<file path="src/ffba_pkg.sv">
// ----------------------------------------------------------------------------
// ffba_pkg
// Shared widths, command and status codes and sequencer states for the
// first-fit block allocator.
// ----------------------------------------------------------------------------
package ffba_pkg;
	localparam int unsigned ADDR_W  = 48;
	localparam int unsigned OFFS_W  = 33;
	localparam int unsigned LEN_W   = 27;
	localparam int unsigned REQ_W   = 32;
	localparam int unsigned CMD_W   = 3;
	localparam int unsigned STAT_W  = 2;
	localparam int unsigned CNT_W   = 7;
	localparam int unsigned HDRC_W  = 12;
	localparam int unsigned CFG_IDX_W = 1;

	localparam logic [CMD_W-1:0] CMD_ALLOC   = 3'd0;
	localparam logic [CMD_W-1:0] CMD_CALLOC  = 3'd1;
	localparam logic [CMD_W-1:0] CMD_FREE    = 3'd2;
	localparam logic [CMD_W-1:0] CMD_REALLOC = 3'd3;
	localparam logic [CMD_W-1:0] CMD_STATS   = 3'd4;

	localparam logic [STAT_W-1:0] ST_OK      = 2'd0;
	localparam logic [STAT_W-1:0] ST_BADSIZE = 2'd1;
	localparam logic [STAT_W-1:0] ST_NOROOM  = 2'd2;
	localparam logic [STAT_W-1:0] ST_UNKNOWN = 2'd3;

	localparam logic [CFG_IDX_W-1:0] REG_HEAP_BASE  = 1'd0;
	localparam logic [CFG_IDX_W-1:0] REG_HEAP_LIMIT = 1'd1;

	typedef enum logic [3:0] {
		S_IDLE,
		S_MUL,
		S_DECIDE,
		S_FIND,
		S_FIND_CHK,
		S_FIT,
		S_FIT_CHK,
		S_APPEND,
		S_FREE_OLD,
		S_DONE
	} state_t;

	typedef struct packed {
		logic [ADDR_W-1:0] result_address;
		logic [STAT_W-1:0] status;
		logic [LEN_W-1:0]  clear_length;
		logic [ADDR_W-1:0] copy_source;
		logic [LEN_W-1:0]  copy_length;
		logic [CNT_W-1:0]  free_block_count;
		logic [OFFS_W-1:0] free_byte_count;
		logic [CNT_W-1:0]  total_block_count;
		logic [OFFS_W-1:0] total_byte_count;
		logic [HDRC_W-1:0] header_byte_count;
	} result_t;

	typedef struct packed {
		logic [CMD_W-1:0]  command;
		logic [REQ_W-1:0]  request_size;
		logic [REQ_W-1:0]  element_count;
		logic [ADDR_W-1:0] address;
	} request_t;
endpackage

</file>
<file path="src/ffba_mul.sv">
// ----------------------------------------------------------------------------
// ffba_mul
// Shift-add multiplier for the zeroed allocate size, four bits a cycle.
// ----------------------------------------------------------------------------
module ffba_mul
	import ffba_pkg::*;
(
	input  logic               clk,
	input  logic               arst_n,
	input  logic               start,
	input  logic [REQ_W-1:0]   a,
	input  logic [REQ_W-1:0]   b,
	output logic               done,
	output logic [2*REQ_W-1:0] product
);
	logic [REQ_W-1:0]   mplr_q;
	logic [2*REQ_W-1:0] mcand_q;
	logic [2*REQ_W-1:0] acc_q;
	logic [3:0]         step_q;
	logic               busy_q;
	logic [2*REQ_W-1:0] add;

	always_comb begin
		add = '0;
		for (int k = 0; k < 4; k++) begin
			if (mplr_q[k]) begin
				add = add + (mcand_q << k);
			end
		end
	end

	always_ff @(posedge clk or negedge arst_n) begin
		if (!arst_n) begin
			busy_q <= 1'b0;
			step_q <= '0;
		end else if (start) begin
			busy_q <= 1'b1;
			step_q <= '0;
		end else if (busy_q) begin
			step_q <= step_q + 4'd1;
			if (step_q == 4'd7) begin
				busy_q <= 1'b0;
			end
		end
	end

	always_ff @(posedge clk) begin
		if (start) begin
			mplr_q  <= a;
			mcand_q <= {{REQ_W{1'b0}}, b};
			acc_q   <= '0;
		end else if (busy_q) begin
			acc_q   <= acc_q + add;
			mplr_q  <= mplr_q >> 4;
			mcand_q <= mcand_q << 4;
		end
	end

	assign done    = busy_q && (step_q == 4'd7);
	assign product = acc_q + add;
endmodule

</file>
<file path="config.mk">
export PLATFORM = sky130hd
export DESIGN_NAME = ffba_mul
export DESIGN_NICKNAME = d
export VERILOG_FILES = /design/src/ffba_pkg.sv /design/src/ffba_mul.sv
export SDC_FILE = /design/constraint.sdc
export NUM_CORES = 1
export LEC_CHECK = 0
export BUFFER_PORTS_ARGS = -buffer_cell sky130_fd_sc_hd__buf_2
export CAP_MARGIN = 30
export CORE_MARGIN = 2
export CORE_UTILIZATION = 50
export DETAILED_ROUTE_END_ITERATION = 10
export GPL_TIMING_DRIVEN = 0
export PLACE_DENSITY = 0.7
export RECOVER_POWER = 100
export SLEW_MARGIN = 20
export SYNTH_ARGS = -nofsm -noshare
export SYNTH_HDL_FRONTEND = slang
export SYNTH_SLANG_ARGS = --single-unit
</file>
<file path="constraint.sdc">
create_clock -name clk -period 11.3 [get_ports clk]
set_input_delay 0 -clock clk [delete_from_list [all_inputs] [get_ports clk]]
set_output_delay 0 -clock clk [all_outputs]
set_load 0.01 [all_outputs]
</file>
Word level (Yosys, flattened, before mapping)
Cells that the tools add are included.

word-level totals
  register bits = 165
  bits in latches = 0
  bits in writable memories = 0
  bits in read-only memories = 0
  input bits = 67
  output and inout port bits = 65
  memories = 0

operators by class
  add/sub/neg operators = 5
  $mul = 0
  divide/modulo/power cells = 0
  $lt $le $gt $ge = 0
  equality and inequality tests = 1
  shift operators = 0
  multiplexer cells = 13
  bitwise operators = 0
  reductions and logical operators = 2

operator list
  kind                   count
  $add A64 B64 Y64       4
  $mux W64               4
  $mux W32               4
  $mux W4                2
  $add A4 B1 Y4 const B  1
  $eq A4 B3 Y1 const B   1
  $mux W1                3
  $reduce_bool A2 Y1     1
  $logic_and A1 B1 Y1    1

Logic depth before layout (Yosys ltp)
Gate-level depths: netlist (run 1).

  depth in word-level cells = 8
  mapped depth = 57
  gate-level depth less buffers = 52

Least setup slack after synthesis (run 1)
OpenSTA, ideal clock, no wires.

  path type = reg2reg
  start = register mplr_q[0]
  end = register acc_q[63]
  arrival time = 10.416 ns
  data required time = 11.216 ns
  setup slack = 0.800 ns
  cell stages (with the launch flop) = 53
  clock period less this slack = 10.500 ns
  cells stage by stage = edfxtp_1 -> buf_2 -> buf_2 -> clkbuf_1 -> clkbuf_1 -> clkbuf_1 -> nand2_1 -> fa_1 -> nand2b_1 -> or3b_4 -> a211oi_2 -> o21ai_0 -> a21boi_1 -> nor2_1 -> xnor2_1 -> mux2_2 -> ha_1 -> a21o_1 -> (+17 left out) -> o21bai_1 -> a221o_1 -> a21oi_1 -> o21ai_1 -> xor2_1 -> mux2_2 -> ha_1 -> inv_1 -> o21a_1 -> nand2b_1 -> o311ai_1 -> o211ai_2 -> a21oi_2 -> o21ai_2 -> a221o_1 -> a21o_1 -> xnor3_1 -> o31ai_2

between the ends
  cells in the longest elaborated chain, start to end = 8

ends and longest elaborated chain
  what                    RTL line        RTL
  start, declared         ffba_mul.sv:16  logic [REQ_W-1:0] mplr_q;
  start signal, assigned  ffba_mul.sv:54  mplr_q <= mplr_q >> 4;
  $mux W64 *              ffba_mul.sv:26  if (mplr_q[k]) begin
  $add A64 B64 Y64        ffba_mul.sv:27  add = add + (mcand_q << k);
  $mux W64 *              ffba_mul.sv:26
  $add A64 B64 Y64        ffba_mul.sv:27
  $mux W64 *              ffba_mul.sv:26
  $add A64 B64 Y64        ffba_mul.sv:27
  $mux W64 *              ffba_mul.sv:26
  $add A64 B64 Y64 *      ffba_mul.sv:53  acc_q <= acc_q + add;
  end signal, assigned    ffba_mul.sv:53
  end, declared           ffba_mul.sv:18  logic [2*REQ_W-1:0] acc_q;

Mark *: on every way between the ends. The rest lies on a longest branch, timed or not.
A chain may end at the register's enable or synchronous reset.

Worst setup path in the final report (run 1)
  start = register mplr_q[0]
  end = output product[35]

between the ends
  cells in the longest elaborated chain, start to end = 8

ends and longest elaborated chain
  what                RTL line        RTL
  $mux W64 *          ffba_mul.sv:26
  $add A64 B64 Y64    ffba_mul.sv:27
  $mux W64 *          ffba_mul.sv:26
  $add A64 B64 Y64    ffba_mul.sv:27
  $mux W64 *          ffba_mul.sv:26
  $add A64 B64 Y64    ffba_mul.sv:27
  $mux W64 *          ffba_mul.sv:26
  $add A64 B64 Y64 *  ffba_mul.sv:60  assign product = acc_q + add;
  end, declared       ffba_mul.sv:14  output logic [2*REQ_W-1:0] product

Marked as above.

==> results of run 1 <==
==> metal layers <==
metal  up-vias  global-route usage, %  share of wire [%]
li1      11630                      -                  -
met1     11680                  49.97                 46
met2      1164                  51.14                 42
met3       129                  5.052                8.7
met4         0                  11.41                3.1
met5         -                      0                  0
==> metrics by stage <==
stage / TNS (ps) / setup WS, ps
global placement: -67200 / -1939
floorplan: 0 / 799.9
global route: -540.1 / -120.7
finish: 0 / 308.3
detailed placement: -74360 / -2075
CTS: 0 / 10.22
==> worst register-to-register path, delay by kind of cell, from the launching register on <==
kind	cells	cell delay [ps]
and+or+nand+nor	12	1910
DFF	1	360
adders and majority gates	4	1220
buffers and inverters	8	1140
AOI/OAI and AO/OA	25	4640
xor gates and xnor gates	4	730
muxes	2	600
==> kinds of logic after synthesis <==
kind of cell,count (synthesis),synth area share (%)
AOI/OAI and AO/OA,981,27.42
xor gates and xnor gates,232,8.761
adders and majority gates,247,13.35
buffers and inverters,285,4.710
DFF,165,17.00
muxes,240,11.05
and+or+nand+nor,861,17.71
==> where the power goes <==
part	switching [uW]	internal [uW]
Sequential	108	735
Combinational	2610	1820
Clock	330	302
Total	3050	2860
==> worst max path at each step <==
stage                        startpoint                endpoint  slack (ps)  cells past startpoint
floorplan           mplr_q[0]$_DFFE_PP_  acc_q[63]$_SDFFE_PP0P_         800                     52
global placement    mplr_q[0]$_DFFE_PP_  acc_q[63]$_SDFFE_PP0P_       -1940                     49
detailed placement  mplr_q[0]$_DFFE_PP_  acc_q[63]$_SDFFE_PP0P_       -2070                     49
CTS                 mplr_q[0]$_DFFE_PP_             product[63]          10                     55
global route        mplr_q[0]$_DFFE_PP_             product[62]        -120                     53
finish              mplr_q[0]$_DFFE_PP_             product[35]         310                     54
==> flip-flops by register name (all words and copies together), names as in the netlist <==
| signal | flops |
|---|---|
| acc_q | 64 |
| mcand_q | 64 |
| mplr_q | 32 |
| step_q | 4 |
| busy_q | 1 |
==> final cells by class <==
type,instances,area (um^2)
Timing Repair Buffer,277,1933
Buffer,133,628.1
Fill cell,4160,18730
Sequential cell,165,3969
Inverter,131,496.7
Multi-Input combinational cell,2561,19220
Tap cell,607,759.5
Clock buffer,17,425.4
Clock inverter,15,193.9
==> what timing repair did <==
item                       4_1_cts  5_1_grt
hold endpoints to repair        69        0
setup endpoints to repair       78       39
pin swaps                       25       71
gates resized for setup         95      133
hold buffers                    66        0
cloned                           0        1
setup buffers                   34       44
==> layout by cell type (no fill, tap or decap), drive strengths merged, types with 137 or more instances in the layout <==
cell type,count
ha,242
mux2,139
o21ai,207
nand2,243
nor2,249
xnor2,151
a21oi,311
a21o,139
inv,137
buf,240
==> reports/metrics.cfg, run 1 <==
[outcome]
outcome=complete, but fails checks
violations=max-capacitance violations, max-slew violations

[placed_design]
port_buffers=130
finalWeightedCongestion=0.9826
dpl-instance-area_um2=24790
place_inst=3749
place_hpwl_mm=66.61

[clock_network]
cts_root_buf=clkbuf_16
clock_sinks=165
clockBufferDepth=2
cts_tree=yes
cts_buffers=17
clkTransAtPathRegs_ps=80
h-tree-depth=4
worstSkewPairLatency_ps=520

[critical_path]
reg2reg_to=acc_q[63]$_SDFFE_PP0P_
critPathLaunchType=flip-flop
crit_family=buffers and inverters
required_ps=11300
crit_buf_inv=19
slowest_stage=or4_4
slowest_delay_ps=510
critPathCaptureType=output pin
crit_top_cell=buf_4
critPathArrivalTime_ps=10990
r2r_cells=55
cp_max_fo=9
r2r-start=mplr_q[0]$_DFFE_PP_
rrSetupSlack_ps=600
critical_path_class=flip-flop to output pin

[run]
maxCapViolCount=1

[floorplanning]
die_h_um=220.1
ios=132
core_um2=46360
start_util_pct=50.37
die-area_um2=48450
num_rows=79
fp.dieW_um=220.1

[cells_and_area]
nNetsFinal=3599
layout-drive-gt1-share_pct=18.22
final_cell_area_um2=27620
fin_util_pct=59.59
antenna_cells=0
synthToLayoutAreaGrowth_pct=18.30
stdcell_count=3906

[synth]
ys_ff_latch=165
ys_types=100
yosysTopAreaCell=ha_1
synthTopCellsByCount=a21oi_1, nor2_1, nand2_1
syn-cell-area_um2=23350
yosysWarningCount=0
synth_most_common_cell=a21oi_1
synthFlopType=dfxtp_1
postSynthCellCount=3011
syn_nets=3324
yosysSeqAreaShare_pct=17.00
synth_top_area_share_pct=12.97
synth_area_per_cell_um2=7.755
synth_area_leaders=ha_1, dfxtp_1, edfxtp_1
synth-edff-count=64
ys_async_sr_fraction_pct=3.030

[timing]
rsz0062_at_grt=yes
post-route-period-util_pct=97.27
whs_ps=301.8
fin_worst_skew_ps=18.03
slew_headroom_pct=-77.04
timing.fmax_ghz=0.09098
finalHoldViolations=0
final_max_slew_viol_count=45
tightest_slew_ps=2656
min_period_ps=10990
finalSetupViolations=0

[drt]
wl_per_cell_um=21.82
drt-initial-drc-count=2202
drtAntennaViolNets=0
vias=24600
wl_mm=85.24
routed_via_density=6.297
firstDrtPassIters=6
drc=0

[power_and_ir_drop]
finalPower_uw=5908
pwr_density_cell_nw_per_um2=213.9
peakVddDrop_mv=0.3235
power.leakage_uw=0.01308

[worst_hold_path]
hold_end=mcand_q[2]$_SDFFCE_PN0P_
hold_start=b[2]
holdPathStages=3
hold_class=input port to flip-flop

[grt]
grt_use_total_pct=34.22
grt.overflow.total=0
antenna_found_initial=0
grt_pass1_wl_mm=128.7
grt_max_degree=45
grt_pass1_vias=22870

Power figures use the tool's default switching activity.
==> run 2, diff against run 1 <==
--- a/config.mk
+++ b/config.mk
@@ -11,7 +11,7 @@
 export CORE_UTILIZATION = 50
 export DETAILED_ROUTE_END_ITERATION = 10
 export GPL_TIMING_DRIVEN = 0
-export PLACE_DENSITY = 0.7
+export PLACE_DENSITY = 0.67
 export RECOVER_POWER = 100
 export SLEW_MARGIN = 20
 export SYNTH_ARGS = -nofsm -noshare
==> constraint.sdc (replaced) <==
create_clock -name clk -period 11.9 [get_ports clk]
set_input_delay 0 -clock clk [delete_from_list [all_inputs] [get_ports clk]]
set_output_delay 0 -clock clk [all_outputs]
set_load 0.01 [all_outputs]
==> reports/metrics.cfg, run 2 (same netlist as run 1, synthesis figures left out) <==
[outcome]
outcome=complete, but fails checks
violations=max-capacitance violations, max-slew violations

[power_and_ir_drop]
peakVddDrop_mv=0.3429
power_switching_uw=2798
power.leakage_uw=0.01262
finalPower_uw=5347
seq_power_share_pct=14.9
switching_share_pct=52.33
pwr_density_cell_nw_per_um2=200.9
internal_power_uw=2549
clock_power_share_pct=10.6
comb_power_share_pct=74.5

[timing]
fin_worst_skew_ps=17.58
final_max_slew_viol_count=38
min_period_ps=11680
fin_tns_setup_ps=0
finalHoldViolations=0
tightest_slew_ps=2387
timing.fmax_ghz=0.08562
finalSetupViolations=0
post-route-period-util_pct=98.14
slew_headroom_pct=-59.11
whs_ps=322.4

[grt]
antenna_found_initial=0
grt_pass1_vias=22530
grt_pass1_wl_mm=128.7
grt_use_total_pct=34.26
grt.overflow.total=0
grt_max_degree=38

[clock_network]
clkTransAtPathRegs_ps=70
worstSkewPairLatency_ps=510
h-tree-depth=4
cts_tree=yes
clock_sinks=165
cts_root_buf=clkbuf_16
clockBufferDepth=2
cts_buffers=17

[cells_and_area]
nNetsFinal=3548
antenna_cells=0
mostFrequentLayoutCell=a21oi_1
final_cell_mix=a21oi_1, nor2_1, nand2_1
fin_util_pct=57.40
synthToLayoutAreaGrowth_pct=13.96
final_cell_area_um2=26610
layout-drive-gt1-share_pct=14.32
reg.largest.list=acc_q: 64 flops, mcand_q: 64 flops, mplr_q: 32 flops
fillCellCount=4344

[floorplanning]
num_rows=79
core_um2=46360
fp.dieW_um=220.1
die_h_um=220.1
ios=132
start_util_pct=50.37
die-area_um2=48450

[drt]
wl_mm=84.19
routed_via_density=6.278
drc=0
firstDrtPassIters=6
drtAntennaViolNets=0
vias=24200
wl_per_cell_um=21.84
drt-initial-drc-count=2346

[critical_path]
required_ps=11900
cp_max_fo=10
critPathCaptureType=output pin
slowest_stage=xnor3_2
slowest_delay_ps=460
critPathArrivalTime_ps=11680
critical_path_class=flip-flop to output pin
critPathLaunchType=flip-flop
r2r_cells=51

[run]
maxCapViolCount=1

[placed_design]
place_hpwl_mm=66.93
port_buffers=130
finalWeightedCongestion=0.9801
dpl-instance-area_um2=24780

[worst_hold_path]
holdPathStages=4
hold_class=input port to flip-flop

==> run 2: cell types whose count changed in the layout (fill, tap and decap cells not counted), moves of 5 or more <==
cell | before | now
mux2_4 | 6 | 1
a21oi_2 | 26 | 14
inv_1 | 124 | 129
a21oi_1 | 282 | 296
ha_1 | 208 | 223
o21ai_2 | 19 | 12
mux2_2 | 128 | 133
ha_4 | 19 | 3
o21ai_1 | 32 | 26
buf_2 | 139 | 127
clkbuf_1 | 96 | 120
buf_4 | 78 | 24
o21ai_0 | 155 | 167
==> run 2: worst max-delay path: cells and delay by family (launching register included) <==
kind | cells | cell delay (ps)
flip-flops | 1 | 370
AND/OR/NAND/NOR | 9 | 1730
buffers and inverters | 8 | 1130
AO/OA/AOI/OAI | 24 | 4750
XOR/XNOR | 4 | 830
adder cells (fa/ha/maj) | 4 | 1420
multiplexers | 3 | 930
==> run 2: final timing paths <==
path	startpoint	end	slack [ps]
max in group asynchronous	arst_n	step_q[0]$_DFFE_PN0P_	11190
worst max register to register	mplr_q[0]$_DFFE_PP_	acc_q[63]$_SDFFE_PP0P_	690
min in group asynchronous	arst_n	busy_q$_DFF_PN0_	490
worst min register to register	acc_q[63]$_SDFFE_PP0P_	acc_q[63]$_SDFFE_PP0P_	480
worst max-delay path	mplr_q[0]$_DFFE_PP_	product[63]	220
worst min-delay path	b[5]	mcand_q[5]$_DFFE_PP_	320
==> run 2: what timing repair did <==
item | CTS | global route
gates resized for setup | 40 | 83
endpoints found under the setup margin | 63 | 26
hold buffers | 66 | 0
setup buffers | 2 | 19
pin swaps | 6 | 28
endpoints found under the hold margin | 69 | 0
==> run 2: final cells by class <==
class                   count  area, um^2  area share, %
well taps                 607       759.5          2.854
multi-input cells        2561       18740          70.43
inverters                 131       493.0          1.853
repair buffers            219        1465          5.506
clock inverters            15       141.4         0.5313
plain buffers             140       616.8          2.318
flip-flops and latches    165        3969          14.91
clock buffers              17       425.4          1.599
==> run 2: metrics by stage <==
| step | setup WS (ps) | std cells |
|---|---|---|
| floorplan | 1400 | 3011 |
| global placement | -1110 | 3748 |
| detailed placement | -1338 | 3749 |
| CTS | 18.44 | 3849 |
| global route | -139.5 | 3855 |
| finish | 220.9 | 3855 |
==> run 2: per-layer routing <==
metal | routed length (um) | share of wire [%] | vias up | track usage [%]
met4 | 2386 | 2.8 | 0 | 10.63
li1 | - | - | 11510 | -
met1 | 39610 | 47 | 11450 | 50.79
met2 | 35290 | 42 | 1108 | 51.50
met3 | 6901 | 8.2 | 129 | 3.920
met5 | 0 | 0 | - | 0
==> run 2: power groups by stage <==
stage | sequential, uW | combinational (uW) | clock (uW)
floorplan | 757 | 2720 | 0
global placement | 798 | 3710 | 0
detailed placement | 800 | 3760 | 0
CTS | 789 | 3840 | 573
global route | 804 | 4350 | 593
finish | 795 | 3990 | 566
